==> config.mk <==
export PLATFORM = sky130hd
export DESIGN_NAME = ascii_command_frame_parser_top
export DESIGN_NICKNAME = d
export VERILOG_FILES = /design/src/acfp_pkg.sv /design/src/ascii_command_frame_parser_top.sv /design/src/acfp_num_field.sv
export SDC_FILE = /design/constraint.sdc
export NUM_CORES = 1
export LEC_CHECK = 0
export BUFFER_PORTS_ARGS = -buffer_cell sky130_fd_sc_hd__buf_2
export CAP_MARGIN = 20
export CORE_ASPECT_RATIO = 1.2
export CORE_MARGIN = 2
export CORE_UTILIZATION = 60
export DETAILED_ROUTE_END_ITERATION = 10
export PLACE_DENSITY = 0.83
export SYNTH_ARGS = -nofsm -noshare
export SYNTH_HDL_FRONTEND = slang
export SYNTH_SLANG_ARGS = --single-unit
==> constraint.sdc <==
create_clock -name clock -period 8 [get_ports clock]
set_clock_uncertainty 0.15 [all_clocks]
set_input_delay 2 -clock clock [delete_from_list [all_inputs] [get_ports clock]]
set_output_delay 2 -clock clock [all_outputs]
set_load 0.01 [all_outputs]
==> src/acfp_pkg.sv <==
// Shared constants, types and helper functions of the ASCII command frame parser.
`timescale 1ns / 1ps

package acfp_pkg;

   // Default sizes and fixed port widths
   localparam int MAX_FIELDS_DEF = 8;
   localparam int TAG_CHARS_DEF  = 4;
   localparam int TABLE_SIZE     = 12;
   localparam int OUT_SLOTS      = 8;
   localparam int VALUE_W        = 16;
   localparam int COUNT_W        = 4;
   localparam int INDEX_W        = 4;
   localparam int ACC_W          = 17;
   localparam int REQ_DATA_W     = 8;
   localparam int RSP_DATA_W     = 136;
   localparam int RSP_USER_W     = 5;

   // Tag index codes
   localparam logic [INDEX_W-1:0] TAG_UNKNOWN   = 4'd12;
   localparam logic [INDEX_W-1:0] TAG_MATCH_LEN = 4'd4;

   // Character codes
   localparam logic [7:0] CH_TAB     = 8'd9;
   localparam logic [7:0] CH_NEWLINE = 8'd10;
   localparam logic [7:0] CH_VTAB    = 8'd11;
   localparam logic [7:0] CH_FF      = 8'd12;
   localparam logic [7:0] CH_CR      = 8'd13;
   localparam logic [7:0] CH_SPACE   = 8'd32;
   localparam logic [7:0] CH_PLUS    = 8'd43;
   localparam logic [7:0] CH_MINUS   = 8'd45;
   localparam logic [7:0] CH_ZERO    = 8'd48;
   localparam logic [7:0] CH_NINE    = 8'd57;
   localparam logic [7:0] CH_SEMI    = 8'd59;
   localparam logic [7:0] CH_LT      = 8'd60;
   localparam logic [7:0] CH_GT      = 8'd62;

   // Saturation limits of the decimal accumulator
   localparam logic [ACC_W-1:0]   ACC_SAT   = 17'd32768;
   localparam logic [ACC_W-1:0]   ACC_POS   = 17'd32767;
   localparam logic [VALUE_W-1:0] VALUE_MAX = 16'h7FFF;

   // Command table, written in reading order (first character in the high byte)
   localparam logic [31:0] TAG_TABLE [TABLE_SIZE] = '{
      "UNDF", "RSND", "RREC", "SPWR", "RRST", "S_SF",
      "RREP", "RSSI", "ROLE", "GMSG", "CNTR", "SMCF"
   };

   // Control of the number field unit
   typedef struct packed {
      logic       restart;
      logic       feed;
      logic       stop;
      logic [7:0] chr;
   } num_ctrl_type;

   function automatic logic is_blank(input logic [7:0] c);
      return (c == CH_SPACE) || (c == CH_TAB) || (c == CH_VTAB) ||
             (c == CH_FF) || (c == CH_CR);
   endfunction

   // Stored tags keep the first character in the low byte
   function automatic logic [31:0] swap_bytes(input logic [31:0] s);
      return {s[7:0], s[15:8], s[23:16], s[31:24]};
   endfunction

   function automatic logic [INDEX_W-1:0] tag_lookup(input logic [31:0] word);
      logic [INDEX_W-1:0] idx;
      idx = TAG_UNKNOWN;
      for (int i = 0; i < TABLE_SIZE; i++) begin
         if (word == swap_bytes(TAG_TABLE[i])) begin
            idx = INDEX_W'(i);
         end
      end
      return idx;
   endfunction

endpackage

==> src/ascii_command_frame_parser_top.sv <==
// Top level of the ASCII command frame parser: line state, tag match and result register.
`timescale 1ns / 1ps
//
// Channel  | Direction | Ports                    | Contents
// ---------+-----------+--------------------------+------------------------------------
// req      | in        | req_tvalid/tready/tdata  | one received character per transaction
// rsp      | out       | rsp_tvalid/tready/tdata  | one parsed line per transaction
//          |           | rsp_tuser                | frame check and tag index
//
// One character is taken every cycle while req_tready is high; all per-character work (tag compare,
// multiply-by-ten accumulate) sits between the line state and the result register.
// A result appears in the cycle after its newline is accepted.
// req_tready drops only while a result waits and rsp_tready is low.
// Synchronous reset returns the block to the start of a line with no pending result.
//
module ascii_command_frame_parser_top
   import acfp_pkg::*;
#(
   parameter int MAX_FIELDS = MAX_FIELDS_DEF,
   parameter int TAG_CHARS  = TAG_CHARS_DEF
) (
   input  logic                  clock,
   input  logic                  reset,
   input  logic                  req_tvalid,
   output logic                  req_tready,
   input  logic [REQ_DATA_W-1:0] req_tdata,   // [7:0] rx_byte
   output logic                  rsp_tvalid,
   input  logic                  rsp_tready,
   output logic [RSP_DATA_W-1:0] rsp_tdata,   // [3:0] value_count, [19:4] field_value_0,
                                              // ... [131:116] field_value_7, [135:132] zero
   output logic [RSP_USER_W-1:0] rsp_tuser    // [0] frame_ok, [4:1] tag_index
);

   localparam int SLOT_W = $clog2(MAX_FIELDS + 1);
   localparam int TLEN_W = $clog2(TAG_CHARS + 1);

   typedef enum logic [1:0] {
      PH_IDLE,
      PH_TAG,
      PH_VALUES,
      PH_SKIP
   } phase_type;

   phase_type                  phase_ff, phase_in;
   logic [8*TAG_CHARS-1:0]     tag_chars_ff, tag_chars_in;
   logic [TLEN_W-1:0]          tag_len_ff, tag_len_in;
   logic [7:0]                 first_ff, first_in;
   logic [7:0]                 last_ff, last_in;
   logic                       nonempty_ff, nonempty_in;
   logic [SLOT_W-1:0]          slot_ff, slot_in;
   logic [VALUE_W-1:0]         store_ff [MAX_FIELDS];
   logic [VALUE_W-1:0]         store_in [MAX_FIELDS];
   logic                       rsp_valid_ff, rsp_valid_in;
   logic [RSP_DATA_W-1:0]      rsp_data_ff, rsp_data_in;
   logic [RSP_USER_W-1:0]      rsp_user_ff, rsp_user_in;

   logic                       accept;
   logic [7:0]                 b;
   logic                       blank;
   logic                       is_nl;
   logic                       is_semi;
   logic [31:0]                tag_word;
   logic [INDEX_W-1:0]         tag_idx;
   logic                       opening;
   logic [SLOT_W-1:0]          slot_eff;
   logic                       close_wr;
   logic [SLOT_W-1:0]          close_idx;
   logic [VALUE_W-1:0]         close_val;
   logic                       emit;
   logic                       line_clear;
   num_ctrl_type               num_ctrl;
   logic [VALUE_W-1:0]         num_value;
   logic [VALUE_W-1:0]         slot_val [OUT_SLOTS];
   logic                       frame_ok;

   assign accept     = req_tvalid && req_tready;
   assign req_tready = !rsp_valid_ff || rsp_tready;
   assign b          = req_tdata;
   assign blank      = is_blank(b);
   assign is_nl      = (b == CH_NEWLINE);
   assign is_semi    = (b == CH_SEMI);

   // Present the kept tag as a 32-bit word, first character in the low byte
   generate
      if (TAG_CHARS >= 4) begin : g_tag_wide
         assign tag_word = tag_chars_ff[31:0];
      end else begin : g_tag_narrow
         assign tag_word = 32'(tag_chars_ff);
      end
   endgenerate

   assign tag_idx = (4'(tag_len_ff) == TAG_MATCH_LEN) ? tag_lookup(tag_word) : TAG_UNKNOWN;

   // The first non-blank character of the value section opens field one
   assign opening  = (slot_ff == '0);
   assign slot_eff = opening ? SLOT_W'(1) : slot_ff;

   acfp_num_field u_num_field (
      .clock   (clock),
      .reset   (reset),
      .ctrl_i  (num_ctrl),
      .value_o (num_value)
   );

   // Next line state for the accepted character
   always_comb begin
      phase_in     = phase_ff;
      tag_chars_in = tag_chars_ff;
      tag_len_in   = tag_len_ff;
      first_in     = first_ff;
      last_in      = last_ff;
      nonempty_in  = nonempty_ff;
      slot_in      = slot_ff;
      num_ctrl     = '{restart: 1'b0, feed: 1'b0, stop: 1'b0, chr: b};
      close_wr     = 1'b0;
      close_idx    = slot_eff - SLOT_W'(1);
      close_val    = opening ? '0 : num_value;
      emit         = 1'b0;
      line_clear   = 1'b0;

      if (accept) begin
         if (is_nl) begin
            emit       = nonempty_ff;
            line_clear = 1'b1;
         end else begin
            nonempty_in = 1'b1;
            if (!blank) begin
               last_in = b;
            end
            unique case (phase_ff)
               PH_IDLE: begin
                  if (!blank) begin
                     first_in = b;
                     phase_in = is_semi ? PH_SKIP : PH_TAG;
                  end
               end
               PH_TAG: begin
                  if (is_semi) begin
                     phase_in = (tag_idx != TAG_UNKNOWN) ? PH_VALUES : PH_SKIP;
                  end else if (tag_len_ff < TLEN_W'(TAG_CHARS)) begin
                     for (int k = 0; k < TAG_CHARS; k++) begin
                        if (tag_len_ff == TLEN_W'(k)) begin
                           tag_chars_in[8*k +: 8] = b;
                        end
                     end
                     tag_len_in = tag_len_ff + TLEN_W'(1);
                  end
               end
               PH_VALUES: begin
                  if (!opening || !blank) begin
                     if (is_semi) begin
                        // Close the field; open the next one unless the slots are full
                        close_wr = 1'b1;
                        if (slot_eff < SLOT_W'(MAX_FIELDS)) begin
                           slot_in          = slot_eff + SLOT_W'(1);
                           num_ctrl.restart = 1'b1;
                        end else begin
                           slot_in          = slot_eff;
                           num_ctrl.restart = opening;
                           num_ctrl.stop    = 1'b1;
                        end
                     end else begin
                        slot_in          = slot_eff;
                        num_ctrl.restart = opening;
                        num_ctrl.feed    = 1'b1;
                     end
                  end
               end
               PH_SKIP: begin
               end
               default: begin
               end
            endcase
         end
      end

      // Return to the start of a line after a newline
      if (line_clear) begin
         phase_in         = PH_IDLE;
         tag_chars_in     = '0;
         tag_len_in       = '0;
         first_in         = '0;
         last_in          = '0;
         nonempty_in      = 1'b0;
         slot_in          = '0;
         num_ctrl.restart = 1'b1;
      end
   end

   // Write closed fields into the value store
   always_comb begin
      for (int i = 0; i < MAX_FIELDS; i++) begin
         if (line_clear) begin
            store_in[i] = '0;
         end else if (close_wr && (close_idx == SLOT_W'(i))) begin
            store_in[i] = close_val;
         end else begin
            store_in[i] = store_ff[i];
         end
      end
   end

   // Values of the finished line; the open field is closed on the fly
   generate
      for (genvar g = 0; g < OUT_SLOTS; g++) begin : g_slot
         if (g < MAX_FIELDS) begin : g_used
            always_comb begin
               if (SLOT_W'(g) < slot_ff) begin
                  if ((phase_ff == PH_VALUES) && (SLOT_W'(g) == slot_ff - SLOT_W'(1))) begin
                     slot_val[g] = num_value;
                  end else begin
                     slot_val[g] = store_ff[g];
                  end
               end else begin
                  slot_val[g] = '0;
               end
            end
         end else begin : g_unused
            assign slot_val[g] = '0;
         end
      end
   endgenerate

   assign frame_ok = (phase_ff != PH_IDLE) && (first_ff == CH_LT) && (last_ff == CH_GT);

   // Pack the result transaction
   always_comb begin
      rsp_data_in                = '0;
      rsp_data_in[COUNT_W-1:0]   = COUNT_W'(slot_ff);
      for (int i = 0; i < OUT_SLOTS; i++) begin
         rsp_data_in[COUNT_W + VALUE_W*i +: VALUE_W] = slot_val[i];
      end
      rsp_user_in = {tag_idx, frame_ok};
   end

   // Hold a result until taken; load a new one on a non-empty newline
   always_comb begin
      if (emit) begin
         rsp_valid_in = 1'b1;
      end else if (rsp_tready) begin
         rsp_valid_in = 1'b0;
      end else begin
         rsp_valid_in = rsp_valid_ff;
      end
   end

   always_ff @(posedge clock) begin
      if (reset) begin
         phase_ff     <= PH_IDLE;
         tag_chars_ff <= '0;
         tag_len_ff   <= '0;
         first_ff     <= '0;
         last_ff      <= '0;
         nonempty_ff  <= 1'b0;
         slot_ff      <= '0;
         rsp_valid_ff <= 1'b0;
         for (int i = 0; i < MAX_FIELDS; i++) begin
            store_ff[i] <= '0;
         end
      end else begin
         phase_ff     <= phase_in;
         tag_chars_ff <= tag_chars_in;
         tag_len_ff   <= tag_len_in;
         first_ff     <= first_in;
         last_ff      <= last_in;
         nonempty_ff  <= nonempty_in;
         slot_ff      <= slot_in;
         rsp_valid_ff <= rsp_valid_in;
         for (int i = 0; i < MAX_FIELDS; i++) begin
            store_ff[i] <= store_in[i];
         end
      end
      if (emit) begin
         rsp_data_ff <= rsp_data_in;
         rsp_user_ff <= rsp_user_in;
      end
   end

   assign rsp_tvalid = rsp_valid_ff;
   assign rsp_tdata  = rsp_data_ff;
   assign rsp_tuser  = rsp_user_ff;

endmodule

==> src/acfp_num_field.sv <==
// Decimal field accumulator: sign, digits and 16-bit saturation of one value field.
`timescale 1ns / 1ps

module acfp_num_field
   import acfp_pkg::*;
(
   input  logic               clock,
   input  logic               reset,
   input  num_ctrl_type       ctrl_i,
   output logic [VALUE_W-1:0] value_o
);

   logic [ACC_W-1:0] acc_ff, acc_in, acc_base;
   logic             neg_ff, neg_in, neg_base;
   logic             started_ff, started_in, started_base;
   logic             done_ff, done_in, done_base;
   logic [ACC_W+1:0] acc_next;
   logic [ACC_W-1:0] acc_neg;
   logic             is_digit;

   // Start from a fresh field when the field is reopened this cycle
   always_comb begin
      acc_base     = ctrl_i.restart ? '0 : acc_ff;
      neg_base     = ctrl_i.restart ? 1'b0 : neg_ff;
      started_base = ctrl_i.restart ? 1'b0 : started_ff;
      done_base    = ctrl_i.restart ? 1'b0 : done_ff;
   end

   // Multiply by ten and add the digit
   assign is_digit = (ctrl_i.chr >= CH_ZERO) && (ctrl_i.chr <= CH_NINE);
   assign acc_next = ({2'b00, acc_base} << 3) + ({2'b00, acc_base} << 1) +
                     (ACC_W + 2)'(ctrl_i.chr - CH_ZERO);

   // Advance the field: skip leading blanks, take one sign, then digits
   always_comb begin
      acc_in     = acc_base;
      neg_in     = neg_base;
      started_in = started_base;
      done_in    = done_base;
      if (ctrl_i.stop) begin
         done_in = 1'b1;
      end else if (ctrl_i.feed && !done_base) begin
         if (!started_base && ((ctrl_i.chr == CH_PLUS) || (ctrl_i.chr == CH_MINUS))) begin
            started_in = 1'b1;
            neg_in     = (ctrl_i.chr == CH_MINUS);
         end else if (is_digit) begin
            started_in = 1'b1;
            acc_in     = (acc_next > (ACC_W + 2)'(ACC_SAT)) ? ACC_SAT : acc_next[ACC_W-1:0];
         end else if (started_base || !is_blank(ctrl_i.chr)) begin
            done_in = 1'b1;
         end
      end
   end

   always_ff @(posedge clock) begin
      if (reset) begin
         acc_ff     <= '0;
         neg_ff     <= 1'b0;
         started_ff <= 1'b0;
         done_ff    <= 1'b0;
      end else begin
         acc_ff     <= acc_in;
         neg_ff     <= neg_in;
         started_ff <= started_in;
         done_ff    <= done_in;
      end
   end

   // Saturated value of the field as it stands
   assign acc_neg = '0 - acc_ff;
   assign value_o = neg_ff ? acc_neg[VALUE_W-1:0] :
                    ((acc_ff > ACC_POS) ? VALUE_MAX : acc_ff[VALUE_W-1:0]);

endmodule

# After elaboration in Yosys (flattened, before gate mapping)
# Memories as Yosys holds them, arrays and structs flattened.
# Cells that the tools add are included.
[totals]
regBits = 216
latch_bits = 0
ram_bits = 128
romBits = 0
inputBits = 12
out_inout_bits = 143
wordCells = 260
mem_count = 1
[op_classes]
add_sub_neg = 8
n_mul = 0
n_div = 0
magnitude_cmp = 14
n_eq_ne = 46
shifts = 0
muxes = 101
bitwise_logic = 11
n_reduce_logical = 54
[memory_table]
columns = ["name", "depth", "width", "read_ports", "rd_ports_with_merged_regs", "wr", "line_no", "source"]
rows = [
  ["store_ff", 8, 16, 8, 0, 8, "ascii_command_frame_parser_top.sv:51", "logic [VALUE_W-1:0] store_ff [MAX_FIELDS];"],
]
[op_table]
columns = ["op", "count"]
rows = [
  ["16-bit 2-to-1 mux", 35],
  ["32-bit by 31-bit == test with 1-bit output (second input constant)", 12],
  ["17-bit 2-to-1 mux", 6],
  ["4-bit 2-to-1 mux", 16],
  ["8-bit by 6-bit == test with 1-bit output (second input constant)", 6],
  ["8-bit by 4-bit == test with 1-bit output (second input constant)", 5],
  ["1-bit 2-to-1 mux", 36],
  ["6-bit AND reduction", 4],
  ["1-bit logical AND", 22],
  ["19-bit by 18-bit adder with 19-bit output", 1],
  ["19-bit adder", 1],
  ["19-bit by 16-bit > comparator with 1-bit output (second input constant)", 1],
  ["17-bit by 15-bit > comparator with 1-bit output (second input constant)", 1],
  ["3-bit by 4-bit == test with 1-bit output (first input constant)", 4],
  ["4-bit by 3-bit == test with 1-bit output (second input constant)", 4],
  ["3-bit by 4-bit < comparator with 1-bit output (first input constant)", 4],
  ["1-bit by 16-bit subtractor with 16-bit output (first input constant)", 1],
  ["4-bit logical NOT", 3],
  ["3-bit 2-to-1 mux", 4],
  ["5-bit AND reduction", 2],
  ["8-bit by 6-bit subtractor with 9-bit output (second input constant)", 1],
  ["2-bit by 4-bit == test with 1-bit output (first input constant)", 2],
  ["4-bit by 2-bit == test with 1-bit output (second input constant)", 2],
  ["8-bit by 6-bit >= comparator with 1-bit output (second input constant)", 1],
  ["other kinds (30)", 60],
]

# Depth between registers and ports, before layout
[logic_depth]
word_depth = 21
mapped_depth = 23
ltp_nobuf = 20

# Hierarchy
# Synthesis repeated with hierarchy kept, for this count alone.
[unflattened]
cells_unflattened = 1781
area_unflattened_um2 = 16569.6
[modules_own_cells]
columns = ["module", "n_inst", "cells_each", "area_each_um2", "seq_area_each_um2"]
rows = [
  ["ascii_command_frame_parser_top", 1, 1448, 13899.6, 7857.5],
  ["acfp_num_field", 1, 333, 2670.1, 400.4],
]

# Worst setup path after synthesis
# OpenSTA, ideal clock, no wires.
[synth_timing]
path_kind = "in2reg"
start = "in req_tdata[4]"
end = "reg rsp_data_ff[0], in the netlist rsp_tdata[0] (enable)"
setup_time_ns = 0.514
arrival_ns = 6.453
required_time_ns = 7.336
setup_slack_ns = 0.884
stages = 6
n_path_buf = 1
cell_sequence = "clkbuf_1 -> inv_1 -> ha_1 -> nor4bb_1 -> and4_1 -> and2_1"
[synth_via]
elab_chain_cells = 3
[synth_lines]
columns = ["item", "line_no", "source"]
rows = [
  ["from (decl)", "ascii_command_frame_parser_top.sv:26", "input logic [REQ_DATA_W-1:0] req_tdata,"],
  ["8-bit by 4-bit == test with 1-bit output", "ascii_command_frame_parser_top.sv:80", "assign is_nl = (b == CH_NEWLINE);"],
  ["1-bit 2-to-1 mux", "ascii_command_frame_parser_top.sv:122", "if (is_nl) begin"],
  ["1-bit 2-to-1 mux", "ascii_command_frame_parser_top.sv:121", "if (accept) begin"],
  ["via emit", "ascii_command_frame_parser_top.sv:69", "logic emit;"],
  ["to (signal assigned)", "ascii_command_frame_parser_top.sv:274", "rsp_data_ff <= rsp_data_in;"],
  ["to (decl)", "ascii_command_frame_parser_top.sv:54", "logic [RSP_DATA_W-1:0] rsp_data_ff, rsp_data_in;"],
]
# The timed path passes the listed nets, and every way through them passes these cells.
# A chain may end at the register's enable or synchronous reset.

# Worst setup path after layout
[layout_timing]
start = "in req_tdata[4]"
end = "reg u_num_field.acc_ff[3]"
[layout_via]
elab_chain_cells = 21
word_cells_on_any_way = 45
classes_between = "3 x add/sub; 3 x order compare; 9 x eq/ne; 18 x mux; 12 x reduce/logical"
[layout_lines]
columns = ["item", "line_no", "source"]
rows = [
  ["8-bit by 6-bit == test with 1-bit output / 8-bit by 4-bit == test with 1-bit output (equally long branches)", "acfp_pkg.sv:58", "return (c == CH_SPACE) || (c == CH_TAB) || (c == CH_VTAB) ||"],
  ["1-bit logical OR (3 in a row)", "acfp_pkg.sv:58", ""],
  ["1-bit logical OR", "acfp_pkg.sv:59", "(c == CH_FF) || (c == CH_CR);"],
  ["1-bit logical NOT", "ascii_command_frame_parser_top.sv:150", "if (!opening || !blank) begin"],
  ["1-bit logical OR", "ascii_command_frame_parser_top.sv:150", ""],
  ["3-bit 2-to-1 mux", "ascii_command_frame_parser_top.sv:150", ""],
  ["3-bit 2-to-1 mux", "ascii_command_frame_parser_top.sv:130", "unique case (phase_ff)"],
  ["3-bit 2-to-1 mux", "ascii_command_frame_parser_top.sv:122", ""],
  ["[... 3 more ...]", "-", ""],
  ["19-bit by 18-bit adder with 19-bit output", "acfp_num_field.sv:31", "assign acc_next = ({2'b00, acc_base} << 3) + ({2'b00, acc_base} << 1) +"],
  ["19-bit adder", "acfp_num_field.sv:31", ""],
  ["19-bit by 16-bit > comparator with 1-bit output", "acfp_num_field.sv:48", "acc_in = (acc_next > (ACC_W + 2)'(ACC_SAT)) ? ACC_SAT : acc_next[ACC_W-1:0];"],
  ["17-bit 2-to-1 mux", "acfp_num_field.sv:48", ""],
  ["17-bit 2-to-1 mux", "acfp_num_field.sv:46", "end else if (is_digit) begin"],
  ["17-bit 2-to-1 mux", "acfp_num_field.sv:43", "if (!started_base && ((ctrl_i.chr == CH_PLUS) || (ctrl_i.chr == CH_MINUS))) begin"],
  ["17-bit 2-to-1 mux", "acfp_num_field.sv:42", "end else if (ctrl_i.feed && !done_base) begin"],
  ["17-bit 2-to-1 mux (*)", "acfp_num_field.sv:40", "if (ctrl_i.stop) begin"],
  ["to (signal assigned)", "acfp_num_field.sv:62", "acc_ff <= acc_in;"],
  ["to (decl)", "acfp_num_field.sv:13", "logic [ACC_W-1:0] acc_ff, acc_in, acc_base;"],
]
# Every way passes the cells marked *; elsewhere a longest branch is shown, timed or not.

==> impl_metrics.yaml <==
setup_path:
  r2r_start: "slot_ff[2]"
  crit_arrival_ps: 7280
  r2r_slack_ps: 2300
  reg2reg_to: "u_num_field.acc_ff[3]"
  slowest_stage: "a2111oi_4"
  path_class: "input port to register"
  crit_buf_inv: 4
  cp.depth: 20
  crit_path_max_fanout: 12
  path_cells: "buf_2, inv_1, ha_1, nor4bb_1, a211o_2, a2111oi_4, nor2_1, buf_4, and2_1, fa_1, ha_1, a21o_1, a311oi_1, a22o_1, a211oi_1, a211o_1, a211oi_2, nand4_1, buf_4, o2bb2ai_2"
  critical_path.top_delay_family: "compound AO/OA/AOI/OAI gates"
  endpoint_kind: "register"
  max_stage_delay_ps: 510
  reg2reg_depth: 17
  start_kind: "input port"
  required_ps: 8300
cells_and_area:
  seqCellArea_sq_mm: 0.008258
  n_fill_cell: 2023
  diodes: 0
  syn2layout_area_growth_pct: 13.26
  final_area_sq_mm: 0.01849
  drive_gt1_share_pct: 14.61
  stdcell_count: 2263
  multiInputGateArea_sq_mm: 0.007482
  finalNetCount: 1955
grt:
  grt_pass1_vias: 12936
  globalRoute.busiestLayer: "met2"
  grt_util_met1_pct: 38.07
  grt_max_degree: 108
  overflow: 0
  use_met2_pct: 49.96
  antenna_found_initial: 1
  grt_use_total_pct: 30.53
  grt_pass1_wl_microns: 68820
  met3_usage_pct: 5.526
synth:
  synth.distinct_cells: 76
  netlist_area_sq_mm: 0.01632
  seq_area_frac_synth_pct: 50.59
  synthesis.area_per_instance_sq_um: 9.129
  ys.flop_type: "dfxtp_1"
  synth_warnings: 0
  synth_top_area_share_pct: 25.39
  synth-async-reset-ratio_pct: 0
  ys_seq_elements: 344
  synth_top_area_cell: "dfxtp_1"
  synthTopCellsByArea: "dfxtp_1, edfxtp_1, nand2_1, a21oi_1, nor2_1"
  netlist_instances: 1788
  synth_enable_flop_cells: 137
power_and_ir_drop:
  p_leak_uw: 0.006191
  peakVddDrop_v: 0.0001642
  cellPowerDensity_mw_per_mm2: 191.6
place:
  place_area_sq_mm: 0.01733
  place_hpwl_microns: 29450
  place_congestion: 0.9479
  io_buffers: 150
  place_inst: 2197
outcome:
  status: "completed"
job:
  drv_cap: 0
routing:
  drtPass1Iterations: 6
  postRouteAntennaNets: 0
  routed_wl_microns: 44200
  wire_per_inst_microns: 19.53
  vias: 13891
  drt_iter0_drc: 1399
  via_per_inst: 6.138
  drc: 0
die:
  die_y_microns: 184.7
  io_pins: 155
  initial_core_util_pct: 60.63
  die-width_microns: 154.6
  core_area_sq_mm: 0.02692
  die_area_sq_mm: 0.02855
  num_rows: 66
worst_hold_path:
  hold_path.startpoint: "store_ff[0][33]"
  whs_path_depth: 2
  hold_path.class: "register to register"
  min_to: "store_ff[0][33]"
sta:
  slew_headroom_pct: 20.37
  setup_viol: 0
  timing.fmax_ghz: 0.1434
  fin_setup_tns_ps: 0
  period_share_pct: 87.19
  maxSlewViolCount: 0
  rsz0062_at_grt: "false"
  fin_crit_ps: 6975
  tightest_slew_ps: 1190
  finalHoldViolations: 0
cts:
  clk_path_buf_depth: 3
  cts_buffers: 34
  path_clk_slew_ps: 60
  cts_max_level: 2
  root_buffer: "clkbuf_16"
  cts_sinks: 344
  cts_tree: "yes"
  postCtsSetupRepairBufs: 0
  cts-resized-gates: 0
  clk_latency_ps: 520
  cts_hold_buf: 0
==> synthesized netlist by cell type, types with 24 or more instances <==
master	count
nand2_1	332
nor3_1	24
o21ai_0	41
a211oi_1	72
dfxtp_1	207
mux2i_1	68
nand3_1	74
ha_1	33
clkbuf_1	97
inv_1	41
a21oi_1	183
edfxtp_1	137
nor2_1	214
==> cell type report <==
class | instances | share of cell area (%)
clock buffer | 48 | 5.218
clock inverter | 14 | 0.8595
inverter | 41 | 0.8324
multi-input combinational | 1290 | 40.47
sequential | 344 | 44.67
tap | 340 | 2.301
timing repair buffer | 186 | 5.651
==> logic make-up (layout without fill, tap and decap cells) <==
group                    after synthesis  after routing  share of synthesized area (%)
buffers and inverters                157            289                          3.902
multiplexers                          69             69                          4.239
flip-flops                           344            344                          50.59
XOR/XNOR                              27             27                          1.449
AND/OR/NAND/NOR                      772            772                          21.42
adder cells (fa/ha/maj)               46             46                          4.124
AO/OA/AOI/OAI                        372            372                          14.26
other                                  1              4                        0.02297
==> cell usage in the layout, fill, tap and decap left out, types with 6 or more instances in the layout <==
| master | synthesis | routed |
|---|---|---|
| nor4_1 | 11 | 9 |
| a31oi_1 | 6 | 6 |
| a21oi_1 | 183 | 183 |
| o31ai_1 | 7 | 7 |
| a211oi_1 | 72 | 72 |
| inv_1 | 41 | 41 |
| nor2_1 | 214 | 213 |
| ha_1 | 33 | 33 |
| buf_4 | 5 | 32 |
| o211ai_1 | 9 | 9 |
| and2_1 | 23 | 22 |
| nand2_1 | 332 | 331 |
| fa_1 | 13 | 13 |
| nand3_1 | 74 | 74 |
| edfxtp_1 | 137 | 137 |
| o21ai_0 | 41 | 41 |
| a21o_1 | 7 | 7 |
| buf_2 | 10 | 150 |
| xor2_1 | 9 | 9 |
| nand2b_1 | 11 | 11 |
| xnor2_1 | 18 | 18 |
| nand4_1 | 14 | 14 |
| mux2i_1 | 68 | 66 |
| o21ai_2 | 9 | 9 |
| clkbuf_1 | 97 | 9 |
| nor3_1 | 24 | 22 |
| dfxtp_1 | 207 | 207 |
| or2_2 | 6 | 6 |
| nor2b_1 | 6 | 6 |
| clkbuf_16 | 0 | 35 |
| nand4b_1 | 6 | 6 |
| and3_1 | 9 | 9 |
==> worst reg2reg max path: cells and delay by family, from the launching register on <==
family | cells | cell delay, ps
compound gates | 8 | 2400
flops | 1 | 900
simple gates | 5 | 890
fa+ha+maj | 2 | 890
buf+inv | 2 | 420
==> worst max path at each step <==
stage	startpoint	to	slack (ps)
after global routing	req_tdata[4]	u_num_field.acc_ff[9]	600
after global placement	req_tdata[4]	u_num_field.acc_ff[9]	750
after CTS	req_tdata[4]	u_num_field.acc_ff[3]	1090
final	req_tdata[4]	u_num_field.acc_ff[3]	1020
after detailed placement	req_tdata[4]	u_num_field.acc_ff[3]	570
after floorplan	req_tdata[4]	rsp_tdata[0]	880
==> power breakdown <==
group	internal [uW]	leakage (uW)	total [uW]	switching [uW]
Sequential	1820	0.00283	1820	6.14
Clock	944	0.000551	1610	667
Combinational	34.2	0.00281	107	73.1
==> per-layer routing <==
layer,vias to the layer above,wire (microns)
met2,730,20940
met3,162,3798
li1,6489,-
met1,6508,16810
met4,2,2648
met5,-,10
==> sequential cells by signal, indices dropped and copies added (netlist names) <==
register,cells
rsp_tdata,132
store_ff,128
tag_chars_ff,32
u_num_field.acc_ff,17
first_ff,8
last_ff,8
rsp_tuser,5
slot_ff,4
tag_len_ff,3
phase_ff,2
nonempty_ff,1
rsp_tvalid,1
u_num_field.done_ff,1
u_num_field.neg_ff,1
u_num_field.started_ff,1
==> stage by stage <==
| step | hold slack (ps) | util, % | worst slack (ps) | power [uW] |
|---|---|---|---|---|
| after floorplan | 252.9 | - | 883.7 | 1940 |
| after global placement | 288.3 | 64.29 | 752.4 | 1963 |
| after detailed placement | 293.9 | 64.36 | 570.5 | 1966 |
| after CTS | 302.9 | 68.54 | 1094 | 3552 |
| after global routing | 318.8 | 68.67 | 600.5 | 3634 |
| final | 301.2 | 68.67 | 1025 | 3542 |
Note: power is estimated with default switching activity, not from simulation.
